===== src/hw/rtl/afm_pkg.sv =====
// ---------------------------------------------------------------------------
// afm_pkg
// Shared types and constants of the adaptive frequency model: field widths,
// operation and register codes, increment constants and the sequencer states.
// ---------------------------------------------------------------------------
package afm_pkg;

  // fixed field widths of the stream and configuration beats
  localparam int SYM_W  = 7;
  localparam int BYTE_W = 32;
  localparam int POS_W  = 6;
  localparam int CNT_W  = 16;
  localparam int WSH_W  = 2;
  localparam int STEP_W = 3;

  // operation codes
  localparam logic OP_RESTART = 1'b0;
  localparam logic OP_UPDATE  = 1'b1;

  // configuration register indexes
  localparam logic CFG_WINDOW_SHIFT = 1'b0;
  localparam logic CFG_MAX_TOTAL    = 1'b1;

  // configuration reset values
  localparam logic [WSH_W-1:0] WINDOW_SHIFT_RST = 2'd0;
  localparam logic [CNT_W-1:0] MAX_TOTAL_RST    = 16'd16383;

  // increment selection
  localparam logic [BYTE_W-1:0] BYTE_LIMIT = 32'd20000;
  localparam logic [STEP_W-1:0] STEP_SMALL = 3'd2;
  localparam logic [STEP_W-1:0] STEP_LARGE = 3'd5;

  typedef struct packed {
    logic              op;
    logic [SYM_W-1:0]  sym;
    logic [BYTE_W-1:0] byte_count;
  } req_t;

  typedef struct packed {
    logic [POS_W-1:0] position;
    logic [CNT_W-1:0] cum_low;
    logic [CNT_W-1:0] cum_high;
    logic [CNT_W-1:0] total;
  } res_t;

  typedef struct packed {
    logic [WSH_W-1:0] window_shift;
    logic [CNT_W-1:0] max_total;
  } cfg_t;

  typedef enum logic [3:0] {
    S_IDLE,
    S_RD0,
    S_RD1,
    S_RD2,
    S_RD3,
    S_HALVE,
    S_SRCH0,
    S_SRCH,
    S_SWAP_RD,
    S_SWAP_WR1,
    S_SWAP_WR2,
    S_CUM,
    S_DONE
  } state_e;

endpackage


===== src/hw/rtl/afm_ram.sv =====
// ---------------------------------------------------------------------------
// afm_ram
// Generic single write port, single read port RAM with registered read data.
// ---------------------------------------------------------------------------
module afm_ram #(
  parameter int WIDTH = 16,
  parameter int DEPTH = 65
) (
  input  logic                     clk_i,
  input  logic                     we_i,
  input  logic [$clog2(DEPTH)-1:0] waddr_i,
  input  logic [WIDTH-1:0]         wdata_i,
  input  logic [$clog2(DEPTH)-1:0] raddr_i,
  output logic [WIDTH-1:0]         rdata_o
);

  logic [WIDTH-1:0] mem_q [DEPTH];
  logic [WIDTH-1:0] rdata_q;

  // write port
  always_ff @(posedge clk_i) begin
    if (we_i) begin
      mem_q[waddr_i] <= wdata_i;
    end
  end

  // registered read port
  always_ff @(posedge clk_i) begin
    rdata_q <= mem_q[raddr_i];
  end

  assign rdata_o = rdata_q;

endmodule


===== src/hw/rtl/afm_core.sv =====
// ---------------------------------------------------------------------------
// afm_core
// Sequencer and shared datapath of the frequency model: walks the count,
// cumulative and translation tables one entry per cycle for rescaling,
// equal-frequency search, swap and cumulative update.
// ---------------------------------------------------------------------------
module afm_core #(
  parameter int SYMBOL_COUNT = 64
) (
  input  logic          clk_i,
  input  logic          rst_ni,
  input  afm_pkg::cfg_t cfg_i,
  input  logic          req_valid_i,
  output logic          req_ready_o,
  input  afm_pkg::req_t req_i,
  output logic          res_valid_o,
  input  logic          res_ready_i,
  output afm_pkg::res_t res_o
);

  localparam int DEPTH = SYMBOL_COUNT + 1;
  localparam int IW    = $clog2(DEPTH);
  localparam int PW    = $clog2(SYMBOL_COUNT);
  localparam int CMP_W = (IW > afm_pkg::SYM_W) ? IW : afm_pkg::SYM_W;
  localparam logic [IW-1:0] FULL_SIZE = IW'(SYMBOL_COUNT);
  localparam logic [IW-1:0] ONE       = IW'(1);

  afm_pkg::state_e state_q, state_d;

  // control state
  logic [IW-1:0]    ms_q;
  logic [DEPTH-1:0] cum_vld_q, frq_vld_q, i2p_vld_q;

  // payload state
  logic [IW-1:0]               sym_q, idx_q, tgt_q;
  logic [afm_pkg::STEP_W-1:0]  step_q;
  logic [PW-1:0]               pos_sym_q, pos_low_q;
  logic [afm_pkg::CNT_W-1:0]   tot_q, cum_lo_q, cum_hi_q, fs_q, run_q;
  logic [IW-1:0]               cum_ra_q, frq_ra_q, i2p_ra_q;

  // table ports
  logic                      cum_we, frq_we, i2p_we;
  logic [IW-1:0]             cum_waddr, frq_waddr, i2p_waddr;
  logic [IW-1:0]             cum_raddr, frq_raddr, i2p_raddr;
  logic [afm_pkg::CNT_W-1:0] cum_wdata, frq_wdata, cum_rdata, frq_rdata;
  logic [PW-1:0]             i2p_wdata, i2p_rdata;

  // read views with never-written entries replaced by their restart value
  logic [afm_pkg::CNT_W-1:0] cum_view, frq_view, cum_rst, frq_rst;
  logic [PW-1:0]             i2p_view, i2p_rst;

  logic                      accept, restart, out_of_range, need_halve;
  logic [afm_pkg::CNT_W-1:0] f_half;

  afm_ram #(.WIDTH(afm_pkg::CNT_W), .DEPTH(DEPTH)) u_cum_ram (
    .clk_i  (clk_i),
    .we_i   (cum_we),
    .waddr_i(cum_waddr),
    .wdata_i(cum_wdata),
    .raddr_i(cum_raddr),
    .rdata_o(cum_rdata)
  );

  afm_ram #(.WIDTH(afm_pkg::CNT_W), .DEPTH(DEPTH)) u_frq_ram (
    .clk_i  (clk_i),
    .we_i   (frq_we),
    .waddr_i(frq_waddr),
    .wdata_i(frq_wdata),
    .raddr_i(frq_raddr),
    .rdata_o(frq_rdata)
  );

  afm_ram #(.WIDTH(PW), .DEPTH(DEPTH)) u_i2p_ram (
    .clk_i  (clk_i),
    .we_i   (i2p_we),
    .waddr_i(i2p_waddr),
    .wdata_i(i2p_wdata),
    .raddr_i(i2p_raddr),
    .rdata_o(i2p_rdata)
  );

  // item decode
  assign accept       = (state_q == afm_pkg::S_IDLE) && req_valid_i;
  assign restart      = accept && (req_i.op == afm_pkg::OP_RESTART);
  assign out_of_range = (CMP_W'(req_i.sym) == '0) || (CMP_W'(req_i.sym) > CMP_W'(ms_q));

  // restart values of the tables
  assign cum_rst = (cum_ra_q <= ms_q) ? afm_pkg::CNT_W'(ms_q - cum_ra_q) : '0;
  assign frq_rst = (frq_ra_q == '0) ? '0 : afm_pkg::CNT_W'(1);
  assign i2p_rst = (i2p_ra_q == '0) ? '0 : PW'(i2p_ra_q - ONE);

  assign cum_view = cum_vld_q[cum_ra_q] ? cum_rdata : cum_rst;
  assign frq_view = frq_vld_q[frq_ra_q] ? frq_rdata : frq_rst;
  assign i2p_view = i2p_vld_q[i2p_ra_q] ? i2p_rdata : i2p_rst;

  // shared arithmetic: total check and halving with round-up
  assign need_halve = ((afm_pkg::CNT_W + 1)'(tot_q) + (afm_pkg::CNT_W + 1)'(step_q))
                      > (afm_pkg::CNT_W + 1)'(cfg_i.max_total);
  assign f_half     = afm_pkg::CNT_W'(((afm_pkg::CNT_W + 1)'(frq_view) + 1'b1) >> 1);

  // next state
  always_comb begin
    state_d = state_q;
    case (state_q)
      afm_pkg::S_IDLE: begin
        if (req_valid_i) begin
          if (req_i.op == afm_pkg::OP_RESTART || out_of_range) begin
            state_d = afm_pkg::S_DONE;
          end else begin
            state_d = afm_pkg::S_RD0;
          end
        end
      end
      afm_pkg::S_RD0:      state_d = afm_pkg::S_RD1;
      afm_pkg::S_RD1:      state_d = afm_pkg::S_RD2;
      afm_pkg::S_RD2:      state_d = afm_pkg::S_RD3;
      afm_pkg::S_RD3:      state_d = need_halve ? afm_pkg::S_HALVE : afm_pkg::S_SRCH0;
      afm_pkg::S_HALVE: begin
        if (idx_q == '0) begin
          state_d = afm_pkg::S_SRCH0;
        end
      end
      afm_pkg::S_SRCH0:    state_d = (sym_q == ONE) ? afm_pkg::S_SWAP_RD : afm_pkg::S_SRCH;
      afm_pkg::S_SRCH: begin
        if (frq_view != fs_q || idx_q == ONE) begin
          state_d = afm_pkg::S_SWAP_RD;
        end
      end
      afm_pkg::S_SWAP_RD:  state_d = afm_pkg::S_SWAP_WR1;
      afm_pkg::S_SWAP_WR1: state_d = afm_pkg::S_SWAP_WR2;
      afm_pkg::S_SWAP_WR2: state_d = afm_pkg::S_CUM;
      afm_pkg::S_CUM: begin
        if (idx_q == '0) begin
          state_d = afm_pkg::S_DONE;
        end
      end
      afm_pkg::S_DONE: begin
        if (res_ready_i) begin
          state_d = afm_pkg::S_IDLE;
        end
      end
      default:             state_d = afm_pkg::S_IDLE;
    endcase
  end

  // table port control
  always_comb begin
    cum_we    = 1'b0;
    frq_we    = 1'b0;
    i2p_we    = 1'b0;
    cum_waddr = '0;
    frq_waddr = '0;
    i2p_waddr = '0;
    cum_wdata = '0;
    frq_wdata = '0;
    i2p_wdata = '0;
    cum_raddr = '0;
    frq_raddr = '0;
    i2p_raddr = '0;
    case (state_q)
      afm_pkg::S_RD0: begin
        i2p_raddr = sym_q;
      end
      afm_pkg::S_RD1: begin
        cum_raddr = sym_q;
      end
      afm_pkg::S_RD2: begin
        cum_raddr = sym_q - ONE;
      end
      afm_pkg::S_RD3: begin
        frq_raddr = need_halve ? ms_q : sym_q;
      end
      afm_pkg::S_HALVE: begin
        frq_we    = 1'b1;
        frq_waddr = idx_q;
        frq_wdata = f_half;
        cum_we    = 1'b1;
        cum_waddr = idx_q;
        cum_wdata = run_q;
        frq_raddr = (idx_q == '0) ? sym_q : idx_q - ONE;
      end
      afm_pkg::S_SRCH0: begin
        frq_raddr = sym_q - ONE;
      end
      afm_pkg::S_SRCH: begin
        frq_raddr = idx_q - ONE;
      end
      afm_pkg::S_SWAP_RD: begin
        i2p_raddr = tgt_q;
      end
      afm_pkg::S_SWAP_WR1: begin
        i2p_we    = 1'b1;
        i2p_waddr = tgt_q;
        i2p_wdata = pos_sym_q;
        frq_we    = 1'b1;
        frq_waddr = tgt_q;
        frq_wdata = afm_pkg::CNT_W'(fs_q + afm_pkg::CNT_W'(step_q));
      end
      afm_pkg::S_SWAP_WR2: begin
        i2p_we    = 1'b1;
        i2p_waddr = sym_q;
        i2p_wdata = pos_low_q;
        cum_raddr = tgt_q - ONE;
      end
      afm_pkg::S_CUM: begin
        cum_we    = 1'b1;
        cum_waddr = idx_q;
        cum_wdata = afm_pkg::CNT_W'(cum_view + afm_pkg::CNT_W'(step_q));
        cum_raddr = (idx_q == '0) ? '0 : idx_q - ONE;
      end
      default: begin
      end
    endcase
  end

  // sequencer state, model size and written-entry flags
  always_ff @(posedge clk_i or negedge rst_ni) begin
    if (!rst_ni) begin
      state_q   <= afm_pkg::S_IDLE;
      ms_q      <= FULL_SIZE;
      cum_vld_q <= '0;
      frq_vld_q <= '0;
      i2p_vld_q <= '0;
    end else begin
      state_q <= state_d;
      if (restart) begin
        ms_q      <= FULL_SIZE >> cfg_i.window_shift;
        cum_vld_q <= '0;
        frq_vld_q <= '0;
        i2p_vld_q <= '0;
      end else begin
        if (cum_we) begin
          cum_vld_q[cum_waddr] <= 1'b1;
        end
        if (frq_we) begin
          frq_vld_q[frq_waddr] <= 1'b1;
        end
        if (i2p_we) begin
          i2p_vld_q[i2p_waddr] <= 1'b1;
        end
      end
    end
  end

  // read address tracking for the restart-value views
  always_ff @(posedge clk_i) begin
    cum_ra_q <= cum_raddr;
    frq_ra_q <= frq_raddr;
    i2p_ra_q <= i2p_raddr;
  end

  // walk registers and captured result fields
  always_ff @(posedge clk_i) begin
    case (state_q)
      afm_pkg::S_IDLE: begin
        if (req_valid_i) begin
          sym_q  <= IW'(req_i.sym);
          step_q <= (req_i.byte_count < afm_pkg::BYTE_LIMIT) ? afm_pkg::STEP_SMALL
                                                             : afm_pkg::STEP_LARGE;
          if (req_i.op == afm_pkg::OP_RESTART || out_of_range) begin
            pos_sym_q <= '0;
            tot_q     <= '0;
            cum_lo_q  <= '0;
            cum_hi_q  <= '0;
          end
        end
      end
      afm_pkg::S_RD1: begin
        tot_q     <= cum_view;
        pos_sym_q <= i2p_view;
      end
      afm_pkg::S_RD2: begin
        cum_lo_q <= cum_view;
      end
      afm_pkg::S_RD3: begin
        cum_hi_q <= cum_view;
        idx_q    <= ms_q;
        run_q    <= '0;
      end
      afm_pkg::S_HALVE: begin
        run_q <= run_q + f_half;
        idx_q <= idx_q - ONE;
      end
      afm_pkg::S_SRCH0: begin
        fs_q  <= frq_view;
        tgt_q <= sym_q;
        idx_q <= sym_q - ONE;
      end
      afm_pkg::S_SRCH: begin
        if (frq_view == fs_q) begin
          tgt_q <= idx_q;
        end
        idx_q <= idx_q - ONE;
      end
      afm_pkg::S_SWAP_WR1: begin
        pos_low_q <= i2p_view;
      end
      afm_pkg::S_SWAP_WR2: begin
        idx_q <= tgt_q - ONE;
      end
      afm_pkg::S_CUM: begin
        idx_q <= idx_q - ONE;
      end
      default: begin
      end
    endcase
  end

  // handshake and result
  assign req_ready_o     = (state_q == afm_pkg::S_IDLE);
  assign res_valid_o     = (state_q == afm_pkg::S_DONE);
  assign res_o.position  = afm_pkg::POS_W'(pos_sym_q);
  assign res_o.cum_low   = cum_lo_q;
  assign res_o.cum_high  = cum_hi_q;
  assign res_o.total     = tot_q;

endmodule


===== config.mk =====
export PLATFORM = sky130hd
export DESIGN_NAME = afm_core
export DESIGN_NICKNAME = d
export VERILOG_FILES = /design/src/hw/rtl/afm_pkg.sv /design/src/hw/rtl/afm_ram.sv /design/src/hw/rtl/afm_core.sv
export SDC_FILE = /design/constraint.sdc
export NUM_CORES = 2
export LEC_CHECK = 0
export BUFFER_PORTS_ARGS = -buffer_cell sky130_fd_sc_hd__buf_4
export CORE_MARGIN = 4
export CORE_UTILIZATION = 31
export CTS_CLUSTER_SIZE = 28
export DETAILED_ROUTE_END_ITERATION = 7
export SKIP_LAST_GASP = 1
export SYNTH_ARGS = -nofsm -noshare
export SYNTH_HDL_FRONTEND = slang
export SYNTH_SLANG_ARGS = --single-unit

===== constraint.sdc =====
create_clock -name clk_i -period 11.3 [get_ports clk_i]
set_input_delay 1.695 -clock clk_i [delete_from_list [all_inputs] [get_ports clk_i]]
set_output_delay 1.695 -clock clk_i [all_outputs]
set_load 0.1 [all_outputs]

---- After elaboration in Yosys (flattened, before gate mapping) ----
Memory sizes are Yosys's and may differ from the RTL's. A register that Yosys moved wholly into a read port is not among the register bits.
Cells that the tools add are included.
word-level totals
  memories kept ........................... 3
  logic and storage cells ................. 172
  register bits ........................... 343
  bits in writable memories ............... 2470
  bits of input ports ..................... 62
operators by class
  reductions and logical operators ........ 32
  add/subtract/negate cells ............... 10
  mux-type cells .......................... 67
  equal/unequal tests ..................... 23
  shift-type cells ........................ 1
  bitwise gates (word level) .............. 4
  magnitude comparators ................... 13
memory list
  memory           depth  bits a word  rd ports  clocked after memory_dff  write ports  RTL line       text
  u_cum_ram.mem_q  65     16           1         1                         1            afm_ram.sv:17  logic [WIDTH-1:0] mem_q [DEPTH];
  u_frq_ram.mem_q  65     16           1         1                         1            afm_ram.sv:17
  u_i2p_ram.mem_q  65     6            1         1                         1            afm_ram.sv:17
operator list
  operator                 number
  $mux W65                 6
  $or A65 B65 Y65          3
  $pmux W16 S2             6
  $pmux W7 S4              3
  $mux W16                 5
  $pmux W7 S2              4
  $pmux W4 S13             1
  $lt A7 B8 Y1 const B     6
  $mux W7                  5
  $add A16 B3 Y16          2
  $lt A32 B15 Y1 const B   1
  $logic_not A7 Y1         4
  $mux W4                  7
  $mux W6                  4
  $pmux W6 S2              2
  $bmux W1 S7              3
  $demux W1 S7             3
  $ge A7 B1 Y1 const B     3
  $sub A7 B1 Y7 const B    3
  $eq A4 B4 Y1 const B     5
  $add A16 B1 Y17 const B  1
  $add A16 B3 Y17          1
  $gt A17 B16 Y1           1
  $add A16 B16 Y16         1
  27 further kinds         70

---- Longest topological paths before layout ----
  depth in word-level cells ............... 10
  mapped depth ............................ 24
  mapped depth without buffers ............ 20

---- By module ----
From an unflattened synthesis, not the netlist that was laid out.
second synthesis, totals
  cell total of the unflattened synthesis .. 6530
  area total of the unflattened synthesis .. 114920.2 um^2
modules (own cells, without submodules)
  module                   cells an instance  area each (um^2)  times used
  afm_ram (u_cum_ram ...)  1919               40293.6           2
  afm_core                 1961               18853.1           1
  afm_ram (u_i2p_ram)      731                15479.8           1

---- Worst setup path before layout ----
Ideal clock, no wire load.
  kind .................................... reg-to-reg
  start ................................... reg cum_ra_q[0]
  end ..................................... mem u_cum_ram.mem_q[0][15], data pin
  data arrival time ....................... 6947 ps
  required time ........................... 10591 ps
  buffers on the path ..................... 4
  cell stages (with the launch flop) ...... 21
  period minus slack after synthesis ...... 7656 ps
  slack ................................... 3644 ps
  path through ............................ dfxtp_1 > buf_2 > buf_2 > mux4_2 > mux4_2 > mux2i_1 > mux2_2 > o21ai_1 > clkbuf_1 > buf_1 > a21oi_1 > inv_1 > ha_1 > a21o_1 > a21oi_1 > nor2_1 > and3_1 > and3_1 > nand3_1 > xnor2_1 > o21ai_0
on the way
  cells in the longest elaborated chain, start to end .. 5
RTL lines
  item                                                              RTL line                        text
  from (decl)                                                       afm_core.sv:39                  logic [IW-1:0] cum_ra_q, frq_ra_q, i2p_ra_q;
  from (signal assigned)                                            afm_core.sv:247                 cum_ra_q <= cum_raddr;
  $bmux W1 S7, or another cell as far along                         afm_core.sv:92                  assign cum_view = cum_vld_q[cum_ra_q] ? cum_rdata : cum_rst;
  $mux W1 (not written as such) / $mux W16 (equally long branches)  afm_core.sv:92, afm_core.sv:88
  $mux W16 (*)                                                      afm_core.sv:92
  via cum_view, one bit                                             afm_core.sv:49                  logic [afm_pkg::CNT_W-1:0] cum_view, frq_view, cum_rst, frq_rst;
  $add A16 B3 Y16 (*)                                               afm_core.sv:208                 cum_wdata = afm_pkg::CNT_W'(cum_view + afm_pkg::CNT_W'(step_q));
  $pmux W16 S2 (*)                                                  afm_core.sv:160                 case (state_q)
  via cum_wdata, one bit                                            afm_core.sv:45                  logic [afm_pkg::CNT_W-1:0] cum_wdata, frq_wdata, cum_rdata, frq_rdata;
  to (decl)                                                         afm_ram.sv:17
Mark *: on every way through the listed nets, which the timed path passes. The rest lies on a longest branch. The select of a mux whose other input is x is not followed.

---- Worst setup path in the final report ----
  start ................................... reg step_q[0] (netlist name)
  end ..................................... reg u_frq_ram.rdata_q[4], in the netlist u_frq_ram.rdata_o[4], read port of u_frq_ram.mem_q
on the way
  cells in the longest elaborated chain, start to end .. 4
RTL lines
  item                    RTL line         text
  from (decl)             afm_core.sv:36   logic [afm_pkg::STEP_W-1:0] step_q;
  from (signal assigned)  afm_core.sv:258  step_q <= (req_i.byte_count < afm_pkg::BYTE_LIMIT) ? afm_pkg::STEP_SMALL
  $add A16 B3 Y17         afm_core.sv:97   assign need_halve = ((afm_pkg::CNT_W + 1)'(tot_q) + (afm_pkg::CNT_W + 1)'(step_q))
  $gt A17 B16 Y1          afm_core.sv:98   > (afm_pkg::CNT_W + 1)'(cfg_i.max_total);
  $mux W7                 afm_core.sv:171  frq_raddr = need_halve ? ms_q : sym_q;
  $pmux W7 S4             afm_core.sv:160
  to (decl)               afm_ram.sv:18    logic [WIDTH-1:0] rdata_q;
No other way between the ends.
A chain may end at the register's enable or synchronous reset.

==> impl_metrics.tcl <==
set metrics [dict create \
    rsz0062_at_grt "no" \
    clockBufferDepth 4 \
    cp.required_ns 12.08 \
    crit_arrival_ns 8.92 \
    io_buffers 112 \
    crit_start "step_q[0]" \
    synth_top_flop_cell "edfxtp_1" \
    clock_latency_ns 0.89 \
    drtAntennaViolNets 0 \
    synth_top_cell_by_area "edfxtp_1" \
    start_util_pct 31.1 \
    wire_per_inst_um 23.8 \
    cts_buffers 299 \
    holdCritPathClass "reg -> reg" \
    path_max_fanout 94 \
    grt_pass1_vias 72700 \
    grt_antenna_before_repair 16 \
    postCtsSetupRepairBufs 0 \
    cts_sinks 2847 \
    fmax_ghz 0.123 \
    max-slew-margin-rel_pct 4.90 \
    synthesis.area_um2 118000 \
    post_dp_cell_area_um2 126000 \
    slowest_stage "a2111oi_1" \
    min_from "u_cum_ram.mem_q[64][9]" \
    cts_hold_buf 0 \
    grt_pass1_wl_mm 489 \
    ys_ff_latch 2847 \
    rows 226 \
    start_kind "flip-flop" \
    vias 74300 \
    p_leak_nw 46.0 \
    maxCapViolations 0 \
    drtIter0Drc 7356 \
    wl_mm 337 \
    fin_crit_sh_pct 72.1 \
    crit_path_end_kind "flip-flop" \
    status "completed" \
    grt-ovfl-total 0 \
    tns_ns 0 \
    async_flop_share_pct 7.13 \
    cts_tree "built" \
    worstSetupPathType "reg -> reg" \
    die-area_um2 390000 \
    syn_nets 8920 \
    synth_top_cell_area_share_pct 65.9 \
    cts_resized 0 \
    yosys-top-cells-area "edfxtp_1 (66%), nand2_1 (4.7%), dfrtp_1 (4.3%), mux2i_1 (3.1%), nor2_1 (2.5%)" \
    post-route-cell-area_um2 135000 \
    htreeDepth 5 \
    synth_cells 8797 \
    slowest_delay_ns 1.15 \
    peakVddDrop_uv 242 \
    gp_congestion 0.904 \
    grt_usage_pct 16.6 \
    syn_to_final_growth_pct 14.7 \
    route.detailed.drc 0 \
    synth_edf_count 2585 \
    grt_start_max_net_pins 213 \
    seq_area_frac_synth_pct 71.2 \
    syn_avg_cell_area_um2 13.4 \
    dieHeight_um 625 \
    r2r-start "step_q[0]" \
    ys_warn_count 0 \
    finalCriticalPeriod_ns 8.14 \
    cts_root_buffer "clkbuf_16" \
    dp_hpwl_mm 202 \
    die_w_um 625 \
    ioPinCount 118 \
    drtPass1Iterations 6 \
    drive_gt1_share_pct 11.5 \
    vias_per_cell 5.24 \
    worst_pin_slew_ns 1.42 \
    clk_pin_slew_ns 0.06 \
    synthTopCellsByCount "edfxtp_1 (2585), nand2_1 (1463), nor2_1 (775)" \
    crit_chain "ha_1, inv_1, fa_1, nand2b_1, a211oi_2, nand4_1, xnor2_1, ha_1, nand3_1, or3_1, nor3_1, a211oi_4, buf_4, o21a_4, inv_8, buf_12, mux2i_1, o2111ai_1, a31oi_1, a2111oi_1, or4_1" \
    synth.most_common_cell "edfxtp_1" \
    path_common_cell "ha_1" \
    core_area_um2 379000 \
    setup_viol 0 \
    drv_slew 0 \
    ys_types 90 \
    powerDensity_nw_per_um2 275 \
    nets 9045 \
    hold_violations 0 \
    clock_skew_ns 0.0705 \
]
==> state kept, by name, summed over array words and instances (netlist names), 7 cells and up <==
register	flops
u_i2p_ram.mem_q	390
fs_q	16
frq_vld_q	65
tot_q	16
cum_hi_q	16
u_frq_ram.rdata_o	16
cum_lo_q	16
tgt_q	7
cum_vld_q	65
sym_q	7
frq_ra_q	7
u_cum_ram.mem_q	1040
i2p_vld_q	65
u_frq_ram.mem_q	1040
idx_q	7
cum_ra_q	7
i2p_ra_q	7
u_cum_ram.rdata_o	16
run_q	16
==> layout by cell type, fill, tap and decap left out, drive strengths merged, types with 59 or more instances in the layout <==
cell type	Yosys	layout
clkinv	1	98
o211ai	80	80
and3	75	75
mux2i	360	360
a31oi	175	175
a311oi	240	240
nand3	351	351
nor2	777	777
o21ai	98	98
dfxtp	59	59
inv	117	132
and2	278	278
edfxtp	2585	2585
buf	157	398
a211oi	326	326
dfrtp	202	202
nand2	1463	1463
a21oi	280	280
clkbuf	422	386
==> worst max-delay path: cells and delay by family (launching register included) <==
family | cells | cell delay, ns
adders and majority gates | 3 | 0.92
and+or+nand+nor | 6 | 1.96
buffers and inverters | 4 | 1.35
muxes | 1 | 0.16
xor gates and xnor gates | 1 | 0.17
AOI/OAI and AO/OA | 6 | 2.73
DFF | 1 | 0.52
==> per-stage QoR <==
stage | hold slack, ns | setup slack [ns] | util, % | power [mW] | cells
detailed placement | 0.430 | 3.04 | 33.1 | 27.7 | 13600
global route | 0.450 | 2.75 | 35.7 | 38.9 | 14200
CTS | 0.446 | 3.04 | 35.7 | 37.4 | 14200
floorplan | 0.418 | 3.64 | - | 22.2 | 8797
global placement | 0.430 | 2.46 | 33.1 | 27.4 | 13600
finish | 0.446 | 3.16 | 35.7 | 37.3 | 14200
==> cells by family (layout without fill, tap and decap cells) <==
family | after synthesis | count (layout) | synth area share, %
and+or+nand+nor | 3164 | 3164 | 11.7
DFF | 2847 | 2847 | 71.2
AOI/OAI and AO/OA | 1489 | 1489 | 8.94
buffers and inverters | 697 | 1053 | 2.37
muxes | 446 | 446 | 4.42
xor gates and xnor gates | 93 | 93 | 0.691
adders and majority gates | 61 | 61 | 0.673
other | 0 | 7 | 0
==> layer usage <==
| metal | GRT usage, % | vias to the layer above | share of wire (%) | wire [um] |
|---|---|---|---|---|
| met3 | 2.59 | 661 | 6.9 | 23400 |
| met4 | 8.70 | 4 | 5.7 | 19300 |
| met5 | 0 | - | 0.0080 | 27 |
| met2 | 27.7 | 2912 | 48 | 163000 |
| li1 | - | 33200 | - | - |
| met1 | 20.9 | 37600 | 39 | 132000 |
==> report_power, final <==
part / total [mW] / switching [mW] / internal, mW
Clock: 9.70 / 4.04 / 5.66
Sequential: 13.4 / 0.555 / 12.8
Combinational: 14.2 / 9.89 / 4.28
Total: 37.3 / 14.5 / 22.8
==> area by class of cell <==
cell class              count  area [um2]
clock inverters           146        1470
clock buffers             386        8140
well taps                5016        6280
multi-input cells        5253       31800
diodes                      7        17.5
inverters                 118         463
flip-flops and latches   2847       83900
fillers                 35800      244000
repair buffers            403        3170
==> path summary, 6_finish.rpt <==
check	endpoint	slack (ns)	cells past startpoint
setup reg to reg	u_frq_ram.rdata_o[4]	3.16	21
hold reg to reg	u_cum_ram.rdata_o[9]	0.45	2
hold / removal	u_cum_ram.rdata_o[9]	0.45	2
min in group asynchronous	i2p_vld_q[34]	0.81	1
max in group asynchronous	cum_vld_q[24]	8.98	2
setup / recovery	u_frq_ram.rdata_o[4]	3.16	21
Power figures use the tool's default switching activity.
